==> config.mk <==
export PLATFORM = sky130hd
export DESIGN_NAME = toned_pinyin_byte_normalizer_core
export DESIGN_NICKNAME = d
export VERILOG_FILES = /design/src/rtl/tpbn_pkg.sv /design/src/rtl/tpbn_front.sv /design/src/rtl/tpbn_queue.sv /design/src/rtl/tpbn_back.sv /design/src/rtl/toned_pinyin_byte_normalizer_core.sv
export SDC_FILE = /design/constraint.sdc
export NUM_CORES = 1
export LEC_CHECK = 0
export CORE_ASPECT_RATIO = 0.9
export CORE_MARGIN = 3
export CORE_UTILIZATION = 45
export DETAILED_ROUTE_END_ITERATION = 16
export DONT_BUFFER_PORTS = 1
export PLACE_DENSITY = 0.6
export SYNTH_ARGS = -nofsm -noshare
export SYNTH_HDL_FRONTEND = slang
export SYNTH_SLANG_ARGS = --single-unit
==> constraint.sdc <==
create_clock -name clk -period 5.1 [get_ports clk]
set_input_delay 0.51 -clock clk [delete_from_list [all_inputs] [get_ports clk]]
set_output_delay 0.51 -clock clk [all_outputs]
set_load 0.02 [all_outputs]
==> src/rtl/tpbn_pkg.sv <==
`timescale 1ns / 1ps
// ----------------------------------------------------------------------------
// tpbn_pkg
// shared types, constants and the tone sequence table of the pinyin
// byte normalizer
// ----------------------------------------------------------------------------
package tpbn_pkg;

    localparam int BYTE_W      = 8;
    localparam int LETTER_W    = 7;
    localparam int LENGTH_W    = 10;
    localparam int STATUS_W    = 2;
    localparam int CAP_W       = 11;
    localparam int TAB_DEPTH   = 32;
    localparam int QUEUE_DEPTH = 4;
    localparam int QPTR_W      = 2;
    localparam int QCNT_W      = 3;

    localparam int MAX_CAPACITY_DEFAULT = 1024;
    localparam logic [CAP_W-1:0] CAP_RESET = 11'd64;

    // end report status codes
    localparam logic [STATUS_W-1:0] ST_OK       = 2'd0;
    localparam logic [STATUS_W-1:0] ST_UNKNOWN  = 2'd1;
    localparam logic [STATUS_W-1:0] ST_CAPACITY = 2'd2;

    localparam logic [BYTE_W-1:0] CH_A = 8'h61;
    localparam logic [BYTE_W-1:0] CH_Z = 8'h7A;

    typedef struct packed {
        logic [BYTE_W-1:0] in_byte;
        logic              in_last;
    } in_item_t;

    typedef struct packed {
        logic                is_end;
        logic [LETTER_W-1:0] letter;
        logic [LENGTH_W-1:0] length;
        logic [STATUS_W-1:0] status;
    } out_item_t;

    // one queue entry: the results that one input byte causes
    typedef struct packed {
        logic                has_letter;
        logic [LETTER_W-1:0] letter;
        logic                has_end;
        logic [LENGTH_W-1:0] length;
        logic [STATUS_W-1:0] status;
    } entry_t;

    typedef struct packed {
        logic         push;
        entry_t       entry;
    } push_t;

    typedef struct packed {
        logic         full;
        logic         empty;
    } q_status_t;

    typedef struct packed {
        logic [1:0]          n;
        logic [BYTE_W-1:0]   b0;
        logic [BYTE_W-1:0]   b1;
        logic [BYTE_W-1:0]   b2;
        logic [LETTER_W-1:0] plain;
    } tone_entry_t;

    typedef struct packed {
        logic [LETTER_W-1:0] plain;
        logic                partial;
    } match_t;

    localparam tone_entry_t TONE_TAB [TAB_DEPTH] = '{
        '{2'd2, 8'hC4, 8'h81, 8'h00, 7'h61}, '{2'd2, 8'hC3, 8'hA1, 8'h00, 7'h61},
        '{2'd2, 8'hC7, 8'h8E, 8'h00, 7'h61}, '{2'd2, 8'hC3, 8'hA0, 8'h00, 7'h61},
        '{2'd2, 8'hC4, 8'h93, 8'h00, 7'h65}, '{2'd2, 8'hC3, 8'hA9, 8'h00, 7'h65},
        '{2'd2, 8'hC4, 8'h9B, 8'h00, 7'h65}, '{2'd2, 8'hC3, 8'hA8, 8'h00, 7'h65},
        '{2'd2, 8'hC4, 8'hAB, 8'h00, 7'h69}, '{2'd2, 8'hC3, 8'hAD, 8'h00, 7'h69},
        '{2'd2, 8'hC7, 8'h90, 8'h00, 7'h69}, '{2'd2, 8'hC3, 8'hAC, 8'h00, 7'h69},
        '{2'd2, 8'hC5, 8'h8D, 8'h00, 7'h6F}, '{2'd2, 8'hC3, 8'hB3, 8'h00, 7'h6F},
        '{2'd2, 8'hC7, 8'h92, 8'h00, 7'h6F}, '{2'd2, 8'hC3, 8'hB2, 8'h00, 7'h6F},
        '{2'd2, 8'hC5, 8'hAB, 8'h00, 7'h75}, '{2'd2, 8'hC3, 8'hBA, 8'h00, 7'h75},
        '{2'd2, 8'hC7, 8'h94, 8'h00, 7'h75}, '{2'd2, 8'hC3, 8'hB9, 8'h00, 7'h75},
        '{2'd2, 8'hC7, 8'h96, 8'h00, 7'h76}, '{2'd2, 8'hC7, 8'h98, 8'h00, 7'h76},
        '{2'd2, 8'hC7, 8'h9A, 8'h00, 7'h76}, '{2'd2, 8'hC7, 8'h9C, 8'h00, 7'h76},
        '{2'd2, 8'hC3, 8'hBC, 8'h00, 7'h76}, '{2'd2, 8'hC5, 8'h84, 8'h00, 7'h6E},
        '{2'd2, 8'hC5, 8'h88, 8'h00, 7'h6E}, '{2'd2, 8'hC7, 8'hB9, 8'h00, 7'h6E},
        '{2'd3, 8'hE1, 8'hB8, 8'hBF, 7'h6D}, '{2'd2, 8'hC3, 8'hAA, 8'h00, 7'h65},
        '{2'd3, 8'hE1, 8'hBA, 8'hBF, 7'h65}, '{2'd3, 8'hE1, 8'hBB, 8'h81, 7'h65}
    };

    // parallel compare of the first k bytes against every table entry
    function automatic match_t tone_match(
        input logic [1:0]        k,
        input logic [BYTE_W-1:0] s0,
        input logic [BYTE_W-1:0] s1,
        input logic [BYTE_W-1:0] s2
    );
        match_t res;
        logic   hit;
        res = '0;
        for (int i = 0; i < TAB_DEPTH; i++) begin
            hit = (TONE_TAB[i].n >= k) && (TONE_TAB[i].b0 == s0);
            if (k >= 2'd2 && TONE_TAB[i].b1 != s1)
                hit = 1'b0;
            if (k >= 2'd3 && TONE_TAB[i].b2 != s2)
                hit = 1'b0;
            if (hit) begin
                if (TONE_TAB[i].n == k) begin
                    if (res.plain == '0)
                        res.plain = TONE_TAB[i].plain;
                end
                else begin
                    res.partial = 1'b1;
                end
            end
        end
        return res;
    endfunction

endpackage

==> src/rtl/tpbn_front.sv <==
`timescale 1ns / 1ps
// ----------------------------------------------------------------------------
// tpbn_front
// accepts bytes, tracks the open utf-8 sequence, letter count and error,
// and queues the results of each byte
// ----------------------------------------------------------------------------
module tpbn_front #(
    parameter int MAX_CAPACITY = tpbn_pkg::MAX_CAPACITY_DEFAULT
) (
    input  logic                      clk,
    input  logic                      rst_n,
    input  logic                      cfg_wr_en,
    input  logic [tpbn_pkg::CAP_W-1:0] cfg_wr_data,
    input  logic                      in_valid,
    input  tpbn_pkg::in_item_t        in_data,
    input  tpbn_pkg::q_status_t       q_stat,
    output tpbn_pkg::push_t           q_push
);
    import tpbn_pkg::*;

    localparam int CNT_W  = (MAX_CAPACITY > 2) ? $clog2(MAX_CAPACITY) : 1;
    localparam int MAXV_W = $clog2(MAX_CAPACITY + 1);
    localparam int CMP_W  = ((MAXV_W > CAP_W) ? MAXV_W : CAP_W) + 1;

    logic [CAP_W-1:0]    cap_reg;
    logic [15:0]         pbytes_reg, pbytes_next;
    logic [1:0]          pcount_reg, pcount_next;
    logic [CNT_W-1:0]    cnt_reg, cnt_next;
    logic [STATUS_W-1:0] err_reg, err_next;

    logic                accept;
    logic [BYTE_W-1:0]   b;
    logic [LETTER_W-1:0] plain;
    match_t              m;
    logic [1:0]          k;
    logic [BYTE_W-1:0]   s0, s1, s2;
    logic [CMP_W-1:0]    cap_ext, max_ext, limit, cnt_inc;
    logic [STATUS_W-1:0] err_fin;
    logic [CNT_W+LENGTH_W-1:0] cnt_wide;
    entry_t              e;

    assign accept = in_valid && !q_stat.full;
    assign b      = in_data.in_byte;

    // sequence bytes seen so far plus the new one
    assign k  = pcount_reg + 2'd1;
    assign s0 = (pcount_reg == 2'd0) ? b : pbytes_reg[7:0];
    assign s1 = (pcount_reg == 2'd1) ? b : pbytes_reg[15:8];
    assign s2 = (pcount_reg == 2'd2) ? b : 8'h00;
    assign m  = tone_match(k, s0, s1, s2);

    assign cap_ext = CMP_W'(cap_reg);
    assign max_ext = CMP_W'(MAX_CAPACITY);
    assign limit   = (cap_ext > max_ext) ? max_ext : cap_ext;
    assign cnt_inc = CMP_W'(cnt_reg) + CMP_W'(1);

    always_comb
    begin
        pbytes_next = pbytes_reg;
        pcount_next = pcount_reg;
        cnt_next    = cnt_reg;
        err_next    = err_reg;
        plain       = '0;
        e           = '0;

        if (err_reg == ST_OK) begin
            if (pcount_reg == 2'd0 && !b[7]) begin
                if (b >= CH_A && b <= CH_Z)
                    plain = b[LETTER_W-1:0];
                else
                    err_next = ST_UNKNOWN;
            end
            else if (m.plain != '0) begin
                plain       = m.plain;
                pbytes_next = '0;
                pcount_next = 2'd0;
            end
            else if (m.partial) begin
                pbytes_next = (pcount_reg == 2'd0) ? {8'h00, b} : {b, pbytes_reg[7:0]};
                pcount_next = pcount_reg + 2'd1;
            end
            else begin
                pbytes_next = '0;
                pcount_next = 2'd0;
                err_next    = ST_UNKNOWN;
            end

            if (plain != '0) begin
                if (cnt_inc >= limit) begin
                    err_next = ST_CAPACITY;
                end
                else begin
                    e.has_letter = 1'b1;
                    e.letter     = plain;
                    cnt_next     = cnt_reg + CNT_W'(1);
                end
            end
        end

        // end report, truncated sequence counts as unknown
        err_fin  = (err_next == ST_OK && pcount_next != 2'd0) ? ST_UNKNOWN : err_next;
        cnt_wide = {{LENGTH_W{1'b0}}, cnt_next};
        if (in_data.in_last) begin
            e.has_end   = 1'b1;
            e.status    = err_fin;
            e.length    = (err_fin == ST_OK) ? cnt_wide[LENGTH_W-1:0] : '0;
            pbytes_next = '0;
            pcount_next = 2'd0;
            cnt_next    = '0;
            err_next    = ST_OK;
        end
    end

    assign q_push.push  = accept && (e.has_letter || e.has_end);
    assign q_push.entry = e;

    always_ff @(posedge clk or negedge rst_n)
    begin
        if (!rst_n) begin
            cap_reg    <= CAP_RESET;
            pbytes_reg <= '0;
            pcount_reg <= 2'd0;
            cnt_reg    <= '0;
            err_reg    <= ST_OK;
        end
        else begin
            if (cfg_wr_en)
                cap_reg <= cfg_wr_data;
            if (accept) begin
                pbytes_reg <= pbytes_next;
                pcount_reg <= pcount_next;
                cnt_reg    <= cnt_next;
                err_reg    <= err_next;
            end
        end
    end

endmodule

==> src/rtl/tpbn_queue.sv <==
`timescale 1ns / 1ps
// ----------------------------------------------------------------------------
// tpbn_queue
// short register queue between the front and back parts
// ----------------------------------------------------------------------------
module tpbn_queue (
    input  logic                clk,
    input  logic                rst_n,
    input  tpbn_pkg::push_t     q_push,
    input  logic                pop,
    output tpbn_pkg::q_status_t q_stat,
    output tpbn_pkg::entry_t    head
);
    import tpbn_pkg::*;

    entry_t            mem_reg [QUEUE_DEPTH];
    logic [QPTR_W-1:0] wr_ptr_reg, rd_ptr_reg;
    logic [QCNT_W-1:0] count_reg, count_next;

    assign q_stat.full  = (count_reg == QCNT_W'(QUEUE_DEPTH));
    assign q_stat.empty = (count_reg == '0);
    assign head         = mem_reg[rd_ptr_reg];

    always_comb
    begin
        count_next = count_reg;
        if (q_push.push && !pop)
            count_next = count_reg + QCNT_W'(1);
        else if (!q_push.push && pop)
            count_next = count_reg - QCNT_W'(1);
    end

    always_ff @(posedge clk)
    begin
        if (q_push.push)
            mem_reg[wr_ptr_reg] <= q_push.entry;
    end

    always_ff @(posedge clk or negedge rst_n)
    begin
        if (!rst_n) begin
            wr_ptr_reg <= '0;
            rd_ptr_reg <= '0;
            count_reg  <= '0;
        end
        else begin
            if (q_push.push)
                wr_ptr_reg <= wr_ptr_reg + QPTR_W'(1);
            if (pop)
                rd_ptr_reg <= rd_ptr_reg + QPTR_W'(1);
            count_reg <= count_next;
        end
    end

endmodule

==> src/rtl/tpbn_back.sv <==
`timescale 1ns / 1ps
// ----------------------------------------------------------------------------
// tpbn_back
// turns queue entries into result transfers, letter first then end report
// ----------------------------------------------------------------------------
module tpbn_back (
    input  logic                clk,
    input  logic                rst_n,
    input  tpbn_pkg::q_status_t q_stat,
    input  tpbn_pkg::entry_t    head,
    output logic                pop,
    output logic                out_valid,
    input  logic                out_stall,
    output tpbn_pkg::out_item_t out_data
);
    import tpbn_pkg::*;

    logic      out_valid_reg, out_valid_next;
    out_item_t out_data_reg, out_data_next;
    logic      done_reg, done_next;
    logic      load;

    always_comb
    begin
        pop            = 1'b0;
        load           = !q_stat.empty && (!out_valid_reg || !out_stall);
        done_next      = done_reg;
        out_data_next  = '0;
        out_valid_next = out_valid_reg && out_stall;

        if (load) begin
            out_valid_next = 1'b1;
            if (head.has_letter && !done_reg) begin
                out_data_next.letter = head.letter;
                if (head.has_end)
                    done_next = 1'b1;
                else
                    pop = 1'b1;
            end
            else begin
                out_data_next.is_end = 1'b1;
                out_data_next.length = head.length;
                out_data_next.status = head.status;
                pop                  = 1'b1;
                done_next            = 1'b0;
            end
        end
    end

    always_ff @(posedge clk)
    begin
        if (load)
            out_data_reg <= out_data_next;
    end

    always_ff @(posedge clk or negedge rst_n)
    begin
        if (!rst_n) begin
            out_valid_reg <= 1'b0;
            done_reg      <= 1'b0;
        end
        else begin
            out_valid_reg <= out_valid_next;
            done_reg      <= done_next;
        end
    end

    assign out_valid = out_valid_reg;
    assign out_data  = out_data_reg;

endmodule

==> src/rtl/toned_pinyin_byte_normalizer_core.sv <==
`timescale 1ns / 1ps
// path: a result is written into the queue at its byte transfer, then into the
//   output register, from which it is presented on the output channel
// throughput: one byte per cycle while the queue is not full; a byte that gives a
//   letter and an end report holds the single output register for both in turn
// reset: string state clears, capacity register returns to 64, queue empties
// ----------------------------------------------------------------------------
// toned_pinyin_byte_normalizer_core
// normalizes a utf-8 toned pinyin byte stream to plain ascii letters
// ----------------------------------------------------------------------------
module toned_pinyin_byte_normalizer_core #(
    parameter int MAX_CAPACITY = tpbn_pkg::MAX_CAPACITY_DEFAULT
) (
    input  logic                       clk,
    input  logic                       rst_n,
    // capacity register write
    input  logic                       cfg_wr_en,
    input  logic [tpbn_pkg::CAP_W-1:0] cfg_wr_data,
    // byte input channel
    input  logic                       in_valid,
    output logic                       in_stall,
    input  tpbn_pkg::in_item_t         in_data,
    // result channel
    output logic                       out_valid,
    input  logic                       out_stall,
    output tpbn_pkg::out_item_t        out_data
);
    import tpbn_pkg::*;

    push_t     q_push;
    q_status_t q_stat;
    entry_t    q_head;
    logic      q_pop;

    // front stalls only when the queue is full
    assign in_stall = q_stat.full;

    // front: decode and state tracking, one byte per transfer
    tpbn_front #(
        .MAX_CAPACITY (MAX_CAPACITY)
    ) u_front (
        .clk         (clk),
        .rst_n       (rst_n),
        .cfg_wr_en   (cfg_wr_en),
        .cfg_wr_data (cfg_wr_data),
        .in_valid    (in_valid),
        .in_data     (in_data),
        .q_stat      (q_stat),
        .q_push      (q_push)
    );

    // queue decouples front from a stalled output
    tpbn_queue u_queue (
        .clk    (clk),
        .rst_n  (rst_n),
        .q_push (q_push),
        .pop    (q_pop),
        .q_stat (q_stat),
        .head   (q_head)
    );

    // back: splits each entry into letter and end report transfers
    tpbn_back u_back (
        .clk       (clk),
        .rst_n     (rst_n),
        .q_stat    (q_stat),
        .head      (q_head),
        .pop       (q_pop),
        .out_valid (out_valid),
        .out_stall (out_stall),
        .out_data  (out_data)
    );

endmodule

* Yosys cells after proc, flatten, opt, wreduce, memory -nomap -nowiden
Memories as Yosys holds them, arrays and structs flattened. Cells that the tools add are included. W data, S select, Z words.
Storage, ports and cells: register bits 70, memory bits (writable) 84, input port bits 25, output and inout bits 22, word-level logic and storage cells 416, memories 1
Cells by class: add/subtract/negate cells 7, order comparisons 8, equality and inequality tests 44, mux-type cells 239, reduce and logical (&&, ||, !) cells 102
Memory list:
- u_queue.mem_reg | words 4, width 21, rd ports 1, clocked after Yosys merged registers in 0, write ports 1, line tpbn_queue.sv:16 | entry_t mem_reg [QUEUE_DEPTH];
Operators with widths (count):
- $mux W7 | 67
- $mux W8 | 38
- $ne A8 B8 Y1 const A | 31
- $logic_not A7 Y1 | 31
- $mux W1 | 105
- $mux W16 | 6
- $mux W10 | 5
- $logic_and A1 B1 Y1 | 47
- $eq A8 B8 Y1 const A | 5
- $mux W2 | 14
- $reduce_bool A7 Y1 | 2
- $mux W13 | 1
- $ge A12 B12 Y1 | 1
- $add A10 B1 Y11 const B | 1
- $gt A11 B11 Y1 const B | 1
- $mux W11 | 1
- $add A10 B1 Y10 const B | 1
- $ge A8 B7 Y1 const B | 1
- $le A8 B7 Y1 const B | 1
- $logic_not A1 Y1 | 8
- $logic_not A2 Y1 | 4
- $reduce_bool A8 Y1 | 1
- $add A2 B1 Y2 const B | 3
- $mux W3 | 2
- other kinds (16) | 23

* Logic depth before layout (Yosys ltp)
Gate-level depths: netlist of the first run.
depth in word-level cells 150, depth in mapped cells 23, mapped depth without buffers 20

* Modules after synthesis
Synthesis of the first run repeated with hierarchy kept, for this count alone.
Second synthesis, totals: cell total of the unflattened synthesis 688, area total of the unflattened synthesis 8505.7 um^2
By module, submodules not included:
- tpbn_front | times used 1, cells an instance 494, area an instance 4177.8 um^2, sequential area each 1027.2 um^2
- tpbn_queue | times used 1, cells an instance 144, area an instance 3458.3 um^2, sequential area each 2697.6 um^2
- tpbn_back | times used 1, cells an instance 50, area an instance 869.6 um^2, sequential area each 650.6 um^2

* Least setup slack after synthesis of the first run
OpenSTA, ideal clock, no wires.
kind register to register, start point reg u_front.pcount_reg[0], end point reg u_queue.count_reg[2], library setup time 0.079 ns, data arrival time 4.371 ns, required time 5.021 ns, path slack 0.650 ns, stages on the path, launching flop included 23, buffers on the path 2, period minus slack after synthesis 4.450 ns, cell sequence dfrtp_1 > inv_1 > ha_1 > buf_6 > and4bb_1 > o221a_2 > and2_4 > buf_6 > a222oi_1 > nand3_1 > a2111oi_1 > a211oi_2 > a21oi_2 > nand2_4 > inv_4 > o21ai_2 > inv_1 > ha_1 > inv_1 > fa_1 > xor2_1 > nor2_1 > xor2_1
RTL lines:
- start, declared | line tpbn_front.sv:27 | logic [1:0] pcount_reg, pcount_next;
- start signal, assigned | line tpbn_front.sv:131 | pcount_reg <= pcount_next;
- end signal, assigned | line tpbn_queue.sv:51 | count_reg <= count_next;
- end, declared | line tpbn_queue.sv:18 | logic [QCNT_W-1:0] count_reg, count_next;

==> impl_metrics.toml, run 1 <==
[run_status]
run_status = "completed"

[cells_and_area]
final_core_density_pct = 52.3
layout.cell_area.non_filler_um2 = 9780
largest_register_ff_count = 84
antenna_cells_inserted = 0
drive_above_1_share_pct = 17.6
final_nets = 786
finish.cell_count_without_fillers = 996
growth_of_design_area_from_synthesis_to_finish_pct = 12.4

[floorplanning]
floorplan.core_area_um2 = 18700
boundaryPins = 47
row_count = 47
die_area_um2 = 21000
fp.dieH_um = 138
chipWidth_um = 153
starting_density_of_the_core_pct = 46.5

[worst_setup_path]
reg2reg_to = "u_queue.count_reg[2]"
ff2ff_setup_slack_ps = 250
critPathMaxStageDelay_ps = 600
timing.critical_path.mode_cell = "sky130_fd_sc_hd__inv_1"
worstSetupStartpointType = "register"
regToRegStartpoint = "u_front.pcount_reg[0]"
worst_ep_required_ps = 5440
worst_setup_path_end_kind = "register"
timing.critical_path.cells = "inv_1 -> ha_2 -> mux2_1 -> a211o_1 -> or4_1 -> o221ai_1 -> a2111oi_0 -> o22ai_1 -> nor4_4 -> a21oi_2 -> nand2_4 -> inv_4 -> o21ai_2 -> inv_1 -> ha_1 -> inv_1 -> fa_1 -> xor2_1 -> nor2_1 -> xor2_1"
crit_type = "reg -> reg"
crit_path_start = "u_front.pcount_reg[0]"
crit_arrival_ps = 5190
crit_fanout = 20
critical_path.slowest_cell = "sky130_fd_sc_hd__or4_1"
worstRegToRegCells = 20

[global_routing]
grt_pass1_wl_mm = 34.6
track_usage_pct = 21.1
initial_antenna_violation_count = 0
grt_remaining_overflow = 0
pin_count_of_the_biggest_net_entering_global_routing = 51
grt_pass1_vias = 6019

[place]
placed_cell_area_um2 = 9080
inst_count_dp = 962
preCtsSetupSlack_ps = 76.9
dp_hpwl_mm = 15.8
place_congestion = 0.928
io_buffer_count = 0

[timing]
hold_ws_ps = 179
worst-slew-pin-transition_ps = 786
slew_headroom_pct = 47.4
maxClockFrequency_mhz = 206
finalWorstPathRequiredPeriod_ps = 4850
final-hold-violation-count = 0
setup_total_negative_slack_ps = 0
setup_viol = 0
final_min_period_over_clock_period_pct = 95.1
timing_max_transition_violations_final = 0
setup_slack_ps = 252
fin_worst_skew_ps = 13.0

[clocking]
cts.htree.levels = 4
worst_setup_hold_path_clk_slew_ps = 70
cts_tree = "yes"
cts.repair_timing.setup_buffer_count = 0
cts.root.buffer_cell = "sky130_fd_sc_hd__clkbuf_16"
tritoncts_buffer_count = 17
clockBufferDepth = 2
clock_sinks = 154
clk_latency_ps = 430

[synthesis]
yosys.cell_count.top_type = "sky130_fd_sc_hd__edfxtp_1"
postSynthNetCount = 778
syn-instance-count = 730
synth.yosys.seq_area_share_pct = 50.3
yosys_register_bits = 154
post_synth_and_or_nand_nor_area_fraction_pct = 15.2
synth_top_family_by_area = "compound AO/OA/AOI/OAI gates"
netlist_area_um2 = 8690
synth.mux.area_fraction_pct = 7.71
xor_xnor_portion_of_the_synthesized_cell_area_pct = 2.01
synth_compound_gate_area_share_pct = 17.7
synthDominantCellAreaShare_pct = 35.9
yosys.area.top_type = "sky130_fd_sc_hd__edfxtp_1"
yosysWarningCount = 0
post_synth_main_area_contributors = "sky130_fd_sc_hd__edfxtp_1, sky130_fd_sc_hd__dfrtp_1, sky130_fd_sc_hd__mux4_2"
postSynthAreaPerCell_um2 = 11.9
post_synthesis_adder_cell_area_fraction_pct = 3.40
dominantRegCellSynth = "sky130_fd_sc_hd__edfxtp_1"
async_set_or_reset_flop_fraction_in_the_synthesized_netlist_pct = 32.5
synth-edff-count = 104
synth.top_cells.by_count = "sky130_fd_sc_hd__edfxtp_1, sky130_fd_sc_hd__dfrtp_1, sky130_fd_sc_hd__nor2_1, sky130_fd_sc_hd__nand2_1, sky130_fd_sc_hd__a21oi_1"
yosysUniqueCellTypes = 94

[detailed_routing]
vias = 6190
vias_per_cell = 6.21
drt_iter0_drc = 465
postRouteAntennaNets = 0
drtPass1Iterations = 5
routed_wl_mm = 22.0
drc = 0
drt-wirelength-per-cell_um = 22.1

[worst_hold_path]
hold_path_startpoint = "in_data[0]"
hold_path.class = "in -> reg"
worstHoldEndpoint = "u_queue.mem_reg[0][12]"
hold-path-cell-count = 0

[pwr]
total_leakage_power_nw = 3.72
power-per-cell-area_nw_per_um2 = 423
p_total_mw = 4.13
max-vdd-ir-drop_uv = 281

[job]
drv_cap = 0
[what timing repair did]
item | in CTS | in global routing
hold endpoints to repair | 50 | 0
gates resized for setup | 0 | 8
hold buffers | 2 | 0
endpoints found under the setup margin | 0 | 114
[worst max-delay path by stage]
stage	slack, ps	cells past startpoint	endpoint
floorplan	650	22	u_queue.count_reg[2]
global placement	120	20	u_queue.count_reg[2]
detailed placement	80	20	u_queue.count_reg[2]
CTS	30	20	u_queue.count_reg[2]
global route	-5	18	u_queue.count_reg[1]
finish	250	20	u_queue.count_reg[2]
[report_power, final]
part           internal (mW)  switching, mW  total [mW]  leakage, nW
Sequential              1.62          0.228        1.85         1.63
Clock                  0.740          0.535        1.27        0.302
Combinational          0.473          0.540        1.01         1.79
Total                   2.83           1.30        4.13         3.72
[cell type report]
| class | count | area (µm²) |
|---|---|---|
| Multi-Input combinational cell | 509 | 4060 |
| Clock buffer | 17 | 425 |
| Sequential cell | 154 | 4380 |
| Tap cell | 245 | 307 |
| Timing Repair Buffer | 33 | 333 |
| Clock inverter | 15 | 186 |
| Fill cell | 1649 | 8920 |
| Inverter | 23 | 88.8 |
[layout by cell type (no fill, tap or decap), types with 5 or more instances in the layout]
cell type | netlist | final
sky130_fd_sc_hd__and3_1 | 16 | 16
sky130_fd_sc_hd__a21o_1 | 21 | 21
sky130_fd_sc_hd__a21oi_1 | 32 | 30
sky130_fd_sc_hd__a31oi_1 | 7 | 7
sky130_fd_sc_hd__and3b_1 | 5 | 5
sky130_fd_sc_hd__a22o_1 | 13 | 13
sky130_fd_sc_hd__o211ai_2 | 6 | 6
sky130_fd_sc_hd__edfxtp_1 | 104 | 104
sky130_fd_sc_hd__clkbuf_16 | 0 | 17
sky130_fd_sc_hd__a22oi_1 | 7 | 7
sky130_fd_sc_hd__nor2b_1 | 21 | 21
sky130_fd_sc_hd__mux2_2 | 12 | 12
sky130_fd_sc_hd__nand2_1 | 38 | 38
sky130_fd_sc_hd__o22ai_1 | 13 | 13
sky130_fd_sc_hd__nand3_1 | 14 | 14
sky130_fd_sc_hd__o31a_1 | 5 | 5
sky130_fd_sc_hd__o21a_1 | 5 | 5
sky130_fd_sc_hd__and2_1 | 14 | 14
sky130_fd_sc_hd__nand3b_1 | 7 | 7
sky130_fd_sc_hd__nand4_1 | 10 | 10
sky130_fd_sc_hd__a211oi_1 | 7 | 7
sky130_fd_sc_hd__inv_1 | 22 | 22
sky130_fd_sc_hd__xnor2_1 | 15 | 15
sky130_fd_sc_hd__o31ai_1 | 6 | 6
sky130_fd_sc_hd__o21ai_0 | 15 | 15
sky130_fd_sc_hd__ha_1 | 22 | 21
sky130_fd_sc_hd__nor3b_1 | 10 | 10
sky130_fd_sc_hd__buf_4 | 3 | 26
sky130_fd_sc_hd__a211o_1 | 7 | 7
sky130_fd_sc_hd__nor2_1 | 40 | 40
sky130_fd_sc_hd__dfrtp_1 | 49 | 49
sky130_fd_sc_hd__xor2_1 | 5 | 5
sky130_fd_sc_hd__mux4_2 | 21 | 21
sky130_fd_sc_hd__nor3_1 | 19 | 18
sky130_fd_sc_hd__o21bai_1 | 5 | 5
sky130_fd_sc_hd__buf_12 | 0 | 5
[critical path: cells and delay by family, from the launching register on]
family | cells | cell delay (ps)
compound gates | 6 | 1330
fa+ha+maj | 3 | 1050
simple gates | 4 | 860
flops | 1 | 440
mux | 1 | 390
buf+inv | 4 | 360
xor+xnor | 2 | 320
[cell families after synthesis]
kind of cell | Yosys count
and+or+nand+nor | 229
AOI/OAI and AO/OA | 198
DFF | 154
buffers and inverters | 67
muxes | 39
adders and majority gates | 23
xor gates and xnor gates | 20
[per-layer routing]
layer | part of all wire, % | global-route usage (%)
met1 | 47 | 30.0
met2 | 46 | 33.3
met3 | 5.4 | 4.52
met4 | 1.4 | 5.74
met5 | 0 | 0
Note: power is estimated with default switching activity, not from simulation.
==> run 2: changes to the inputs <==
Settings changed: ABC_AREA from default to 1.
==> impl_metrics.toml, run 2 <==
[clocking]
clk_latency_ps = 430
cts_tree = "yes"
cts.root.buffer_cell = "sky130_fd_sc_hd__clkbuf_16"
clockBufferDepth = 2
clock_sinks = 154
worst_setup_hold_path_clk_slew_ps = 70
tritoncts_buffer_count = 17
cts.htree.levels = 4

[detailed_routing]
vias = 7021
postRouteAntennaNets = 0
drtPass1Iterations = 5
drt-wirelength-per-cell_um = 16.1
vias_per_cell = 5.17
routed_wl_mm = 21.8
drt_iter0_drc = 455
drc = 0

[job]
drv_cap = 0

[worst_setup_path]
ff2ff_setup_slack_ps = -90
crit_fanout = 10
crit_arrival_ps = 5370
worst_setup_path_end_kind = "register"
worst-path-buf-inv = 7
regToRegStartpoint = "u_front.pcount_reg[0]"
reg2reg_to = "u_queue.mem_reg[0][6]"
critPathMaxStageDelay_ps = 380
worstSetupStartpointType = "register"
crit_type = "reg -> reg"
crit_path_start = "u_front.pcount_reg[0]"
critical-path-top-delay-family = "simple AND/OR/NAND/NOR gates"
worstRegToRegCells = 41
critical_path.slowest_cell = "sky130_fd_sc_hd__dfrtp_1"
endpoint_of_the_most_critical_setup_path = "u_queue.mem_reg[0][6]"
worst_ep_required_ps = 5280
critical_path_cell_count = 41

[global_routing]
track_usage_pct = 20.3
grt_pass1_wl_mm = 32.8
grt_remaining_overflow = 0
initial_antenna_violation_count = 0
pin_count_of_the_biggest_net_entering_global_routing = 51
grt_pass1_vias = 6434

[synthesis]
yosysUniqueCellTypes = 48
synth.top_cells.by_count = "sky130_fd_sc_hd__nand2_1, sky130_fd_sc_hd__nor2_1, sky130_fd_sc_hd__inv_1, sky130_fd_sc_hd__edfxtp_1, sky130_fd_sc_hd__o21ai_0"
dominantRegCellSynth = "sky130_fd_sc_hd__edfxtp_1"
yosys_register_bits = 154
yosys.area.top_type = "sky130_fd_sc_hd__edfxtp_1"
post_synth_main_area_contributors = "sky130_fd_sc_hd__edfxtp_1, sky130_fd_sc_hd__dfrtp_1, sky130_fd_sc_hd__nand2_1"
synth-edff-count = 104
synth.yosys.seq_area_share_pct = 51.1
yosysWarningCount = 0
postSynthAreaPerCell_um2 = 8.74
syn-instance-count = 981
postSynthNetCount = 1029
async_set_or_reset_flop_fraction_in_the_synthesized_netlist_pct = 32.5
yosys.cell_count.top_type = "sky130_fd_sc_hd__nand2_1"
netlist_area_um2 = 8570
synthDominantCellAreaShare_pct = 36.4

[pwr]
max-vdd-ir-drop_uv = 289
power-per-cell-area_nw_per_um2 = 433
total_leakage_power_nw = 4.80

[floorplanning]
starting_density_of_the_core_pct = 46.3
die_area_um2 = 20700
fp.dieH_um = 137
boundaryPins = 47
floorplan.core_area_um2 = 18500
row_count = 47
chipWidth_um = 151

[timing]
setup_slack_ps = -86.3
setup_viol = 54
worst-slew-pin-transition_ps = 1120
final-hold-violation-count = 0
setup_total_negative_slack_ps = -1540
timing_max_transition_violations_final = 0
final_min_period_over_clock_period_pct = 102
finalWorstPathRequiredPeriod_ps = 5190
slew_headroom_pct = 25.1
fin_worst_skew_ps = 16.0
maxClockFrequency_mhz = 193
grt_setup_unrepaired = "yes"

[cells_and_area]
final_nets = 1147
largest_register_ff_count = 84
most-common-layout-cells = "sky130_fd_sc_hd__nand2_1, sky130_fd_sc_hd__inv_1, sky130_fd_sc_hd__edfxtp_1"
growth_of_design_area_from_synthesis_to_finish_pct = 29.1
multiInputGateArea_um2 = 4140
drive_above_1_share_pct = 31.7
fillers = 1571
antenna_cells_inserted = 0
layout_commonest_cell = "sky130_fd_sc_hd__nand2_1"
register_area_um2 = 4380

[place]
preCtsSetupSlack_ps = -271
io_buffer_count = 0
place_congestion = 0.960
dp_hpwl_mm = 14.5

[worst_hold_path]
hold-path-cell-count = 0
hold_path.class = "in -> reg"

[run_status]
run_status = "complete, but fails checks"
violations = "negative setup slack"
run 2: cell families after synthesis:
| kind of cell | synth area share, % |
|---|---|
| xor+xnor | 1.23 |
| mux | 0.920 |
| buf+inv | 7.46 |
| simple gates | 25.4 |
| compound gates | 10.4 |
| fa+ha+maj | 3.45 |
| flops | 51.1 |
run 2: final cells by class:
type | count | area share, %
repair inverters | 1 | 0.0452
flip-flops and latches | 154 | 39.5
well taps | 245 | 2.77
clock buffers | 17 | 3.84
clock inverters | 15 | 1.55
multi-input cells | 672 | 37.4
inverters | 127 | 4.51
repair buffers | 126 | 10.3
run 2: stage by stage:
step | power (mW) | instances | cell area, µm² | utilization (%) | hold WS (ps)
finish | 4.79 | 1357 | 11100 | 59.7 | 173
CTS | 4.57 | 1329 | 10200 | 55.2 | 155
floorplan | 2.83 | 981 | 8570 | - | 214
global route | 5.09 | 1357 | 11100 | 59.7 | 155
detailed placement | 3.28 | 1288 | 9460 | 51.1 | 216
global placement | 3.24 | 1288 | 9460 | 51.1 | 216
run 2: worst min path at each step:
stage,end,slack (ps),from
after floorplan,u_back.done_reg,210,rst_n
after global placement,u_front.pbytes_reg[2],220,rst_n
after detailed placement,u_front.pbytes_reg[2],220,rst_n
after CTS,u_queue.mem_reg[0][12],150,in_data[0]
after global routing,u_queue.mem_reg[1][12],150,in_data[0]
final,u_queue.mem_reg[3][12],170,in_data[0]
run 2: per-layer routing:
layer	GRT usage [%]	routed length, µm	share of wire [%]
met4	6.50	268	1.2
met1	29.3	9930	46
met3	3.71	1030	4.7
met2	31.2	10600	49
met5	0	0	0
run 2: timing repair:
action | 4_1_cts | 5_1_grt
hold buffers | 2 | 0
pin swaps | 15 | 58
buffers inserted | 7 | 28
hold endpoints to repair | 50 | 0
gates resized for setup | 19 | 159
gates cloned | 0 | 6
setup endpoints to repair | 43 | 194
run 2: power breakdown:
group	internal, mW	leakage [nW]	switching [mW]
Clock	0.659	0.291	0.586
Combinational	0.638	2.86	1.07
Sequential	1.61	1.65	0.224
